File: config.mk
export PLATFORM = sky130hd
export DESIGN_NAME = sensor_serial_pixel_grabber
export DESIGN_NICKNAME = d
export VERILOG_FILES = /design/src/sspg_pkg.sv /design/src/sspg_seq.sv /design/src/sensor_serial_pixel_grabber.sv
export SDC_FILE = /design/constraint.sdc
export NUM_CORES = 1
export LEC_CHECK = 0
export ABC_CLOCK_PERIOD_IN_PS = 6600
export BUFFER_PORTS_ARGS = -buffer_cell sky130_fd_sc_hd__buf_2
export CAP_MARGIN = 30
export CORE_ASPECT_RATIO = 2
export CORE_MARGIN = 8
export CORE_UTILIZATION = 45
export DETAILED_ROUTE_END_ITERATION = 16
export PLACE_DENSITY = 0.6
export SKIP_LAST_GASP = 1
export SLEW_MARGIN = 40
export SYNTH_ARGS = -nofsm -noshare
export SYNTH_HDL_FRONTEND = slang
export SYNTH_SLANG_ARGS = --single-unit
File: constraint.sdc
create_clock -name clk -period 6.6 [get_ports clk]
set_clock_uncertainty 0.1 [all_clocks]
set_input_delay 0.33 -clock clk [delete_from_list [all_inputs] [get_ports clk]]
set_output_delay 0.33 -clock clk [all_outputs]
set_load 0.01 [all_outputs]
File: src/sspg_pkg.sv
package sspg_pkg;

    // command codes
    localparam logic [1:0] CMD_NONE  = 2'd0;
    localparam logic [1:0] CMD_WRITE = 2'd1;
    localparam logic [1:0] CMD_READ  = 2'd2;
    localparam logic [1:0] CMD_GRAB  = 2'd3;

    // configuration register indexes
    localparam logic [1:0] REG_HALF_BIT   = 2'd0;
    localparam logic [1:0] REG_TURNAROUND = 2'd1;
    localparam logic [1:0] REG_GAP        = 2'd2;
    localparam logic [1:0] REG_POLL_LIMIT = 2'd3;

    localparam logic [15:0] HALF_BIT_RESET   = 16'd180;
    localparam logic [15:0] TURNAROUND_RESET = 16'd7920;
    localparam logic [15:0] GAP_RESET        = 16'd7920;
    localparam logic [15:0] POLL_LIMIT_RESET = 16'd10000;

    localparam logic [8:0]  PIXEL_MAX      = 9'd324;
    localparam logic [7:0]  WRITE_FLAG     = 8'h80;
    localparam logic [7:0]  PIXEL_REG      = 8'h08;
    localparam logic [7:0]  GRAB_WORD      = 8'h2A;
    localparam logic [7:0]  PIXEL_MASK     = 8'hBF;
    localparam int          PIXEL_FLAG_BIT = 6;

    typedef struct packed {
        logic [1:0] command;
        logic [6:0] reg_address;
        logic [7:0] reg_data;
        logic [8:0] pixel_count;
        logic       sdio_in;
    } item_t;

    typedef struct packed {
        logic        sck;
        logic        sdio_out;
        logic        sdio_drive;
        logic        busy_res;
        logic        read_valid;
        logic [7:0]  read_data;
        logic        pixel_valid;
        logic [7:0]  pixel_value;
        logic        pixel_last;
        logic [15:0] lost_count;
        logic        timed_out;
    } result_t;

    typedef struct packed {
        logic [15:0] half_bit_ticks;
        logic [15:0] turnaround_ticks;
        logic [15:0] gap_ticks;
        logic [15:0] poll_limit;
    } cfg_t;

endpackage

File: src/sspg_seq.sv
module sspg_seq (
    input  logic             clk,
    input  logic             rst_n,
    input  logic             advance,
    input  sspg_pkg::item_t  item,
    input  sspg_pkg::cfg_t   cfg,
    output sspg_pkg::result_t result
);

    typedef enum logic [2:0] {
        PH_IDLE,
        PH_SEND_LO,
        PH_SEND_HI,
        PH_TURN,
        PH_RECV_LO,
        PH_RECV_HI,
        PH_GAP
    } phase_t;

    phase_t      phase_reg, phase_next;
    logic [1:0]  operation_reg, operation_next;
    logic [15:0] tick_count_reg, tick_count_next;
    logic [2:0]  bit_index_reg, bit_index_next;
    logic [7:0]  shift_byte_reg, shift_byte_next;
    logic        second_byte_reg, second_byte_next;
    logic [8:0]  pixels_taken_reg, pixels_taken_next;
    logic [8:0]  pixels_wanted_reg, pixels_wanted_next;
    logic [15:0] polls_done_reg, polls_done_next;
    logic [15:0] lost_total_reg, lost_total_next;
    logic [7:0]  data_latch_reg, data_latch_next;
    logic        line_level_reg, line_level_next;

    always_comb
    begin
        logic [15:0] tick_inc;
        logic [15:0] len;
        logic        done;
        logic        in_read;
        logic [8:0]  taken_inc;
        logic        finished;

        phase_next         = phase_reg;
        operation_next     = operation_reg;
        tick_count_next    = tick_count_reg;
        bit_index_next     = bit_index_reg;
        shift_byte_next    = shift_byte_reg;
        second_byte_next   = second_byte_reg;
        pixels_taken_next  = pixels_taken_reg;
        pixels_wanted_next = pixels_wanted_reg;
        polls_done_next    = polls_done_reg;
        lost_total_next    = lost_total_reg;
        data_latch_next    = data_latch_reg;
        line_level_next    = line_level_reg;
        result             = '0;
        result.sck         = 1'b1;
        result.sdio_drive  = 1'b1;
        finished           = 1'b0;
        taken_inc          = pixels_taken_reg + 9'd1;

        // take a new command only from idle
        if (phase_reg == PH_IDLE && item.command != sspg_pkg::CMD_NONE)
        begin
            operation_next   = item.command;
            tick_count_next  = '0;
            second_byte_next = 1'b0;
            bit_index_next   = '0;
            phase_next       = PH_SEND_LO;
            unique case (item.command)
                sspg_pkg::CMD_WRITE:
                begin
                    data_latch_next = item.reg_data;
                    shift_byte_next = {1'b0, item.reg_address} | sspg_pkg::WRITE_FLAG;
                end
                sspg_pkg::CMD_READ:
                begin
                    shift_byte_next = {1'b0, item.reg_address};
                end
                default:
                begin
                    pixels_wanted_next = (item.pixel_count > sspg_pkg::PIXEL_MAX)
                                         ? sspg_pkg::PIXEL_MAX : item.pixel_count;
                    pixels_taken_next  = '0;
                    polls_done_next    = '0;
                    lost_total_next    = '0;
                    data_latch_next    = sspg_pkg::GRAB_WORD;
                    shift_byte_next    = sspg_pkg::PIXEL_REG | sspg_pkg::WRITE_FLAG;
                end
            endcase
        end

        result.busy_res = (phase_next != PH_IDLE);
        unique case (phase_next)
            PH_SEND_LO:
            begin
                result.sck      = 1'b0;
                line_level_next = shift_byte_next[3'd7 - bit_index_next];
            end
            PH_RECV_LO:
            begin
                result.sck        = 1'b0;
                result.sdio_drive = 1'b0;
            end
            PH_RECV_HI, PH_TURN:
            begin
                result.sdio_drive = 1'b0;
            end
            default:
            begin
            end
        endcase
        result.sdio_out = line_level_next;

        unique case (phase_next)
            PH_TURN: len = cfg.turnaround_ticks;
            PH_GAP:  len = cfg.gap_ticks;
            default: len = cfg.half_bit_ticks;
        endcase
        if (len == 16'd0)
        begin
            len = 16'd1;
        end
        tick_inc = tick_count_next + 16'd1;
        done     = (tick_inc >= len);
        in_read  = (operation_next == sspg_pkg::CMD_READ)
                || (operation_next == sspg_pkg::CMD_GRAB && polls_done_next != 16'd0);
        taken_inc = pixels_taken_next + 9'd1;

        if (phase_next != PH_IDLE)
        begin
            tick_count_next = done ? 16'd0 : tick_inc;
            if (done)
            begin
                unique case (phase_next)
                    PH_SEND_LO:
                    begin
                        phase_next = PH_SEND_HI;
                    end
                    PH_SEND_HI:
                    begin
                        if (bit_index_next != 3'd7)
                        begin
                            bit_index_next = bit_index_next + 3'd1;
                            phase_next     = PH_SEND_LO;
                        end
                        else if (in_read)
                        begin
                            bit_index_next = '0;
                            phase_next     = PH_TURN;
                        end
                        else if (!second_byte_next)
                        begin
                            second_byte_next = 1'b1;
                            shift_byte_next  = data_latch_next;
                            bit_index_next   = '0;
                            phase_next       = PH_SEND_LO;
                        end
                        else
                        begin
                            bit_index_next = '0;
                            phase_next     = PH_GAP;
                        end
                    end
                    PH_TURN:
                    begin
                        shift_byte_next = '0;
                        bit_index_next  = '0;
                        phase_next      = PH_RECV_LO;
                    end
                    PH_RECV_LO:
                    begin
                        shift_byte_next = {shift_byte_next[6:0], item.sdio_in};
                        phase_next      = PH_RECV_HI;
                    end
                    PH_RECV_HI:
                    begin
                        if (bit_index_next != 3'd7)
                        begin
                            bit_index_next = bit_index_next + 3'd1;
                            phase_next     = PH_RECV_LO;
                        end
                        else if (operation_next == sspg_pkg::CMD_READ)
                        begin
                            result.read_valid = 1'b1;
                            result.read_data  = shift_byte_next;
                            phase_next        = PH_IDLE;
                        end
                        else
                        begin
                            if (!shift_byte_next[sspg_pkg::PIXEL_FLAG_BIT])
                            begin
                                if (lost_total_next != 16'hFFFF)
                                begin
                                    lost_total_next = lost_total_next + 16'd1;
                                end
                            end
                            else
                            begin
                                result.pixel_valid = 1'b1;
                                result.pixel_value = shift_byte_next & sspg_pkg::PIXEL_MASK;
                                pixels_taken_next  = taken_inc;
                                if (taken_inc >= pixels_wanted_next)
                                begin
                                    result.pixel_last = 1'b1;
                                    finished          = 1'b1;
                                end
                            end
                            if (finished)
                            begin
                                phase_next = PH_IDLE;
                            end
                            else if (polls_done_next >= cfg.poll_limit)
                            begin
                                result.timed_out = 1'b1;
                                phase_next       = PH_IDLE;
                            end
                            else
                            begin
                                if (polls_done_next != 16'hFFFF)
                                begin
                                    polls_done_next = polls_done_next + 16'd1;
                                end
                                shift_byte_next = sspg_pkg::PIXEL_REG;
                                bit_index_next  = '0;
                                phase_next      = PH_SEND_LO;
                            end
                        end
                    end
                    PH_GAP:
                    begin
                        if (operation_next == sspg_pkg::CMD_GRAB && pixels_wanted_next != 9'd0)
                        begin
                            if (polls_done_next != 16'hFFFF)
                            begin
                                polls_done_next = polls_done_next + 16'd1;
                            end
                            shift_byte_next = sspg_pkg::PIXEL_REG;
                            bit_index_next  = '0;
                            phase_next      = PH_SEND_LO;
                        end
                        else
                        begin
                            phase_next = PH_IDLE;
                        end
                    end
                    default:
                    begin
                        phase_next = PH_IDLE;
                    end
                endcase
            end
        end
        result.lost_count = lost_total_next;
    end

    always_ff @(posedge clk or negedge rst_n)
    begin
        if (!rst_n)
        begin
            phase_reg         <= PH_IDLE;
            operation_reg     <= '0;
            tick_count_reg    <= '0;
            bit_index_reg     <= '0;
            shift_byte_reg    <= '0;
            second_byte_reg   <= 1'b0;
            pixels_taken_reg  <= '0;
            pixels_wanted_reg <= '0;
            polls_done_reg    <= '0;
            lost_total_reg    <= '0;
            data_latch_reg    <= '0;
            line_level_reg    <= 1'b0;
        end
        else if (advance)
        begin
            phase_reg         <= phase_next;
            operation_reg     <= operation_next;
            tick_count_reg    <= tick_count_next;
            bit_index_reg     <= bit_index_next;
            shift_byte_reg    <= shift_byte_next;
            second_byte_reg   <= second_byte_next;
            pixels_taken_reg  <= pixels_taken_next;
            pixels_wanted_reg <= pixels_wanted_next;
            polls_done_reg    <= polls_done_next;
            lost_total_reg    <= lost_total_next;
            data_latch_reg    <= data_latch_next;
            line_level_reg    <= line_level_next;
        end
    end

    assert property (@(posedge clk) disable iff (!rst_n)
        (phase_reg == PH_IDLE) |-> (tick_count_reg == 16'd0))
        else $error("tick counter running while idle");

    assert property (@(posedge clk) disable iff (!rst_n)
        (operation_reg != sspg_pkg::CMD_GRAB) |-> !result.pixel_valid)
        else $error("pixel beat outside a grab");

    assert property (@(posedge clk) disable iff (!rst_n)
        (pixels_taken_reg <= pixels_wanted_reg))
        else $error("more pixels taken than wanted");

endmodule

File: src/sensor_serial_pixel_grabber.sv
// channel | valid     | stall     | payload
// --------+-----------+-----------+----------------------------------------
// cmd     | cmd_valid | cmd_stall | cmd (sspg_pkg::item_t), one tick a beat
// res     | res_valid | res_stall | res (sspg_pkg::result_t), one per tick
// cfg     | cfg_write | -         | cfg_index, cfg_data (16 bits)
//
// Each accepted cmd beat is one tick of the pin sequencer; its result beat
// shows in the output register on the next cycle, so one beat per cycle while cmd_stall is low.
// The tick logic sits between the sequencer state and the result register.
// cmd_stall rises only while a result is held and res_stall is high.
// Reset clears the sequencer to idle and loads the register defaults.
module sensor_serial_pixel_grabber (
    input  logic              clk,
    input  logic              rst_n,
    input  logic              cmd_valid,
    output logic              cmd_stall,
    input  sspg_pkg::item_t   cmd,
    output logic              res_valid,
    input  logic              res_stall,
    output sspg_pkg::result_t res,
    input  logic              cfg_write,
    input  logic [1:0]        cfg_index,
    input  logic [15:0]       cfg_data
);

    sspg_pkg::cfg_t    cfg_reg;
    sspg_pkg::result_t tick_result;
    sspg_pkg::result_t res_reg;
    logic              res_valid_reg;
    logic              accept;

    assign cmd_stall = res_valid_reg && res_stall;
    assign accept    = cmd_valid && !cmd_stall;
    assign res_valid = res_valid_reg;
    assign res       = res_reg;

    sspg_seq u_seq (
        .clk     (clk),
        .rst_n   (rst_n),
        .advance (accept),
        .item    (cmd),
        .cfg     (cfg_reg),
        .result  (tick_result)
    );

    always_ff @(posedge clk or negedge rst_n)
    begin
        if (!rst_n)
        begin
            cfg_reg.half_bit_ticks   <= sspg_pkg::HALF_BIT_RESET;
            cfg_reg.turnaround_ticks <= sspg_pkg::TURNAROUND_RESET;
            cfg_reg.gap_ticks        <= sspg_pkg::GAP_RESET;
            cfg_reg.poll_limit       <= sspg_pkg::POLL_LIMIT_RESET;
        end
        else if (cfg_write)
        begin
            unique case (cfg_index)
                sspg_pkg::REG_HALF_BIT:   cfg_reg.half_bit_ticks   <= cfg_data;
                sspg_pkg::REG_TURNAROUND: cfg_reg.turnaround_ticks <= cfg_data;
                sspg_pkg::REG_GAP:        cfg_reg.gap_ticks        <= cfg_data;
                sspg_pkg::REG_POLL_LIMIT: cfg_reg.poll_limit       <= cfg_data;
                default:                  cfg_reg.poll_limit       <= cfg_data;
            endcase
        end
    end

    // hold the result beat until taken
    always_ff @(posedge clk or negedge rst_n)
    begin
        if (!rst_n)
        begin
            res_valid_reg <= 1'b0;
        end
        else if (accept)
        begin
            res_valid_reg <= 1'b1;
        end
        else if (!res_stall)
        begin
            res_valid_reg <= 1'b0;
        end
    end

    always_ff @(posedge clk)
    begin
        if (accept)
        begin
            res_reg <= tick_result;
        end
    end

    assert property (@(posedge clk) disable iff (!rst_n)
        (cmd_valid && !cmd_stall) |=> res_valid)
        else $error("accepted beat produced no result");

    assert property (@(posedge clk) disable iff (!rst_n)
        res_valid |-> !(res.read_valid && res.pixel_valid))
        else $error("read and pixel in one beat");

    assert property (@(posedge clk) disable iff (!rst_n)
        res_valid && res.pixel_last |-> res.pixel_valid)
        else $error("last flag without pixel");

    assert property (@(posedge clk) disable iff (!rst_n)
        res_valid && !res.sdio_drive |-> res.busy_res)
        else $error("line released while idle");

endmodule
; ---- Word-level counts from Yosys, hierarchy flattened
; Cells that the tools add are included.
[word_totals]
regBits = 197
output_inout_bits = 42
elab_cells = 185
in_bits = 50
[classes]
n_mux = 97
magnitude_cmp = 5
n_reduce_logical = 26
add_sub_neg = 6
n_eq_ne = 17
n_bitwise = 5
[ops]
columns = cell, count
row1 = 16-bit 2-to-1 mux, 23
row2 = 9-bit 2-to-1 mux, 12
row3 = 8-bit 2-to-1 mux, 12
row4 = 16-bit case mux with 2 select lines, 2
row5 = 3-bit 2-to-1 mux, 18
row6 = 16-bit by 1-bit adder with 16-bit output (second input constant), 3
row7 = 8-bit case mux with 5 select lines, 1
row8 = 16-bit >= comparator, 2
row9 = 16-bit != test (second input constant), 2
row10 = 8-bit case mux with 2 select lines, 2
row11 = 1-bit 2-to-1 mux, 22
row12 = 3-bit case mux with 6 select lines, 1
row13 = 16-bit logical NOT, 1
row14 = 16-bit nonzero test, 1
row15 = 3-bit case mux with 4 select lines, 1
row16 = 6-bit OR reduction, 2
row17 = 2-bit equality test (second input constant), 5
row18 = 10-bit 2-to-1 mux, 1
row19 = 5-bit OR reduction, 2
row20 = 9-bit by 1-bit adder with 9-bit output (second input constant), 1
row21 = 3-bit equality test (second input constant), 3
row22 = 9-bit >= comparator, 1
row23 = 9-bit greater-than comparator (second input constant), 1
row24 = 9-bit nonzero test, 1
row25 = 22 further kinds, 36

; ---- Logic depth before layout (Yosys ltp)
[depth]
depth_word = 19
depth_mapped = 27
mapped_depth_nobuf = 21

; ---- Hierarchy
; From an unflattened synthesis, not the netlist that was laid out.
[hier_totals]
hier_cells = 1199
hier_area_um2 = 11547.3
[modules_own_cells]
columns = module, instances, seq_area_each_um2, cells_per_inst, area_each_um2
row1 = sspg_seq, 1, 2302.2, 1019, 7860.0
row2 = sensor_serial_pixel_grabber, 1, 2859.0, 180, 3687.3

; ---- Worst setup path after synthesis
; Ideal clock, no wire load.
[synth_path]
path_type = input port to flip-flop
from = input cmd[25] (netlist bit)
to = register u_seq.pixels_taken_reg[7]
slack_ns = 1.244
n_path_buf = 6
stages = 25
arrival_ns = 5.190
setup_ns = 0.067
t_required_ns = 6.433
cell_sequence = inv_1 ha_1 clkbuf_1 or4_1 buf_2 buf_6 clkbuf_1 buf_1 clkbuf_1 and2_1 ha_1 nand4_1 nor2_1 nand4_1 xor2_1 nor2_1 ha_1 and4_1 a221oi_1 o21a_1 nor2_1 nand3_2 clkinv_1 o21ai_0 a22o_1
[synth_via]
elab_chain_len = 11
word_cells_on_any_way = 31
cone_classes = add/sub (2) / order compare (1) / eq/ne (7) / mux (16) / reduce/logical (5)
[synth_lines]
columns = item, line_no
row1 = from (decl), sensor_serial_pixel_grabber.sv:17  ; input sspg_pkg::item_t cmd,
row2 = "parallel branches: the longest is 10 deep, another holds 16-bit by 1-bit adder with 16-bit output", --
row3 = 9-bit 2-to-1 mux *, sspg_seq.sv:128  ; if (phase_next != PH_IDLE)
row4 = to (signal assigned), sspg_seq.sv:280  ; pixels_taken_reg <= pixels_taken_next;
row5 = to (decl), sspg_seq.sv:26  ; logic [8:0] pixels_taken_reg, pixels_taken_next;
; Mark *: on every way between the ends.
; A chain may end at the register's enable or synchronous reset.

; ---- Final worst setup path
[layout_path]
from = register u_seq.phase_reg[1]
to = register u_seq.pixels_taken_reg[0]
[layout_via]
elab_chain_len = 10
word_cells_on_any_way = 26
cone_classes = add/sub (2) / order compare (1) / eq/ne (5) / mux (14) / reduce/logical (4)
[layout_lines]
columns = item, line_no
row1 = from (decl), sspg_seq.sv:20  ; phase_t phase_reg, phase_next;
row2 = from (signal assigned), sspg_seq.sv:274  ; phase_reg <= phase_next;
row3 = 3-bit logical NOT, sspg_seq.sv:61  ; if (phase_reg == PH_IDLE && item.command != sspg_pkg::CMD_NONE)
row4 = 1-bit logical AND, sspg_seq.sv:61
row5 = 3-bit 2-to-1 mux / 9-bit 2-to-1 mux (equally long branches), sspg_seq.sv:61
row6 = "3-bit equality test, or another cell as far along", sspg_seq.sv:113  ; unique case (phase_next)
row7 = 16-bit case mux with 2 select lines / 9-bit 2-to-1 mux (equally long branches), "sspg_seq.sv:113, sspg_seq.sv:189"
row8 = 16-bit logical NOT / 9-bit 2-to-1 mux (equally long branches), "sspg_seq.sv:118, sspg_seq.sv:181"
row9 = 16-bit 2-to-1 mux / 9-bit 2-to-1 mux (equally long branches), "sspg_seq.sv:118, sspg_seq.sv:176"
row10 = 16-bit >= comparator / 9-bit 2-to-1 mux (equally long branches), "sspg_seq.sv:123, sspg_seq.sv:133"
row11 = 9-bit 2-to-1 mux, sspg_seq.sv:131  ; if (done)
row12 = 9-bit 2-to-1 mux *, sspg_seq.sv:128
; Mark *: on every way between the ends. The rest lies on a longest branch, timed or not.

==> impl_metrics.toml <==
[job]
drv_cap = 0

[sta]
tns_ps = 0
whs_ps = 24.1
grt_setup_unrepaired = "no"
period_minus_slack_ps = 5660
slew_headroom = 0.502
finalHoldViolations = 0
tightest_slew_ps = 747
finalSetupViolCount = 0
fmax_mhz = 177
fin_crit_sh = 0.858
timing.final.max_slew_violations = 0
worst_slack_ps = 936

[route]
vias_per_cell = 5.99
drc_errors = 0
ant_nets = 0
wire_per_inst_um = 20.1
drtIter0Drc = 809
wirelength_um = 32500
dr.pass1.iters = 5
vias = 9700

[run_status]
outcome = "complete, no violations"

[placed_design]
place_area_mm2 = 0.0123
place_inst = 1582
port_buffers = 90
dp_slack_ps = 1040
hpwl_um = 23300
gp_congestion = 0.895

[cts]
cts_tree = "done"
ctsResizeCount = 0
cts_root_buffer = "clkbuf_16"
cts_hold_buf = 4
cts_sinks = 196
cts_buffer_depth = 2
cts_buffers = 17
post_cts_buffers = 0
insertion_delay_ps = 450
clkTransAtPathRegs_ps = 80
cts-htree-levels = 4

[yosys]
syn_area_mm2 = 0.0115
synth_seq_cells = 196
synth-xor-area-share = 0.0243
ys_seq_area_frac = 0.446
synthTopCellsByCount = "nand2_1, dfrtp_1, nor2_1"
synth_top_area_share = 0.287
synth_edf_count = 39
synth-compound-area-share = 0.176
synthAdderAreaFrac = 0.0565
synth_cell_type_count = 76
netlist_top_cells_area = "dfrtp_1, edfxtp_1, mux2_2, dfstp_2, ha_1"
postSynthCellCount = 1192
syn-num-nets = 1294
yosys.area.top_type = "dfrtp_1"
synthArstFlopShare = 0.801
avgSynthCellArea_um2 = 9.66
ys_warn_count = 0
synth_top_family_by_area = "simple AND/OR/NAND/NOR gates"
synth_flop_cell = "dfrtp_1"
synth_mux_area_frac = 0.0813
yosys.area_share.simple = 0.181
yosys.cell_count.top_type = "nand2_1"

[grt]
antenna_found_initial = 0
grt_max_degree = 95
grtUsageTotal = 0.213
grt-ovfl-total = 0
grt_pass1_wl_um = 52600
grt_pass1_vias = 9697

[worst_setup_path]
crit_type = "reg -> reg"
cpMaxStageDelayCell = "dfrtp_1"
cp_slowest_stage_delay_ps = 700
arrival_ps = 5940
crit_required_ps = 6870
cp_num_buf_inv = 2
cp_max_fo = 18
critical_path.top_delay_family = "simple AND/OR/NAND/NOR gates"
crit_chain = "nor2b_1 -> and2_1 -> buf_4 -> nor2_2 -> a21oi_1 -> nand4_1 -> or4_1 -> nand3_1 -> ha_1 -> nand2b_1 -> a211oi_1 -> o211a_1 -> o21a_1 -> nor2_1 -> nand3_2 -> clkinv_1 -> o21ai_0 -> nand2_1 -> o21ai_0"
cp-start-kind = "flip-flop"
crit_path_frequent_cell = "o21ai_0"
end_kind = "flip-flop"

[final_layout]
antenna_cells = 0
instances_no_fill = 1619
syn2layout_area_growth_pct = 12.6
design_area_mm2 = 0.0130
drive_above_1_share = 0.204
nFillCells = 2374
largest_register_ffs = 64
nets = 1368

[pwr]
p_leak_nw = 5.54
power_density_mw_per_mm2 = 255
ir_drop_mv = 0.184

[floorplan]
die_area_mm2 = 0.0313
die_height_um = 242
fp.dieW_um = 129
core_mm2 = 0.0254
start_util = 0.453
rows = 83
io_pins = 92

[min_path]
min_path_type = "in -> reg"
## worst paths after layout
| kind | from | end | slack, ps | cells past startpoint |
|---|---|---|---|---|
| worst max-delay path | u_seq.phase_reg[1]$_DFFE_PN0P_ | u_seq.pixels_taken_reg[0]$_DFFE_PN0P_ | 940 | 19 |
| worst min-delay path | cmd[4] | u_seq.pixels_wanted_reg[3]$_DFFE_PN0P_ | 20 | 2 |
| worst max register to register | u_seq.phase_reg[1]$_DFFE_PN0P_ | u_seq.pixels_taken_reg[0]$_DFFE_PN0P_ | 940 | 19 |
| worst min register to register | u_seq.tick_count_reg[5]$_DFFE_PN0P_ | u_seq.tick_count_reg[5]$_DFFE_PN0P_ | 400 | 2 |
| max in group asynchronous | rst_n | u_seq.phase_reg[0]$_DFFE_PN0P_ | 4890 | 4 |
| min in group asynchronous | rst_n | u_seq.lost_total_reg[3]$_DFFE_PN0P_ | 240 | 2 |
## cells by family (layout without fill, tap and decap cells)
family / after synthesis / count (layout)
xor+xnor: 32 / 32
flops: 196 / 196
simple gates: 425 / 425
compound gates: 300 / 300
other cells: 1 / 1
fa+ha+maj: 52 / 52
mux: 82 / 82
buf+inv: 104 / 191
## through the flow
| step | total power, W | utilization |
|---|---|---|
| floorplan | 0.00206 | - |
| global placement | 0.00229 | 0.483 |
| detailed placement | 0.00232 | 0.485 |
| CTS | 0.00333 | 0.508 |
| global route | 0.00349 | 0.510 |
| finish | 0.00331 | 0.510 |
## cell type report
type / count / area [um2] / area share
multi-input cells: 892 / 6010 / 0.463
flip-flops and latches: 196 / 5130 / 0.396
repair buffers: 114 / 682 / 0.0526
clock buffers: 19 / 433 / 0.0334
well taps: 340 / 425 / 0.0328
inverters: 45 / 169 / 0.0130
clock inverters: 13 / 119 / 0.00916
## metal layers
| layer | GRT usage | wire [um] | vias up |
|---|---|---|---|
| li1 | - | - | 4564 |
| met4 | 0.0748 | 717 | 0 |
| met2 | 0.351 | 16300 | 284 |
| met3 | 0.0317 | 1390 | 47 |
| met5 | 0 | 0 | - |
| met1 | 0.275 | 14100 | 4805 |
## where the power goes
group          switching (W)  internal, W
registers           0.000125      0.00142
clock network       0.000507     0.000496
logic               0.000439     0.000317
total                0.00107      0.00224
## cells in the final DEF, fill, tap and decap left out, types with 7 or more instances in the layout
master     count
a31oi_1        8
nor2_1        93
a22oi_1       18
o41ai_1        7
nor3_1        24
o211ai_1      11
edfxtp_1      39
buf_2         89
dfstp_2       25
and3_1        12
clkbuf_16     17
nor4_1         7
o21ai_0       73
mux2_2        72
buf_4         16
a22o_1        30
mux2i_1        8
and2_1        18
a21oi_1       63
nand2_1      137
o31ai_1       16
xnor2_1       17
nand2b_1      14
ha_1          52
a41oi_1        7
and4_1         8
xor2_1        15
nand3_1       43
a21o_1         7
inv_1         43
dfrtp_1      132
nand4_1       21
Power figures use the tool's default switching activity.
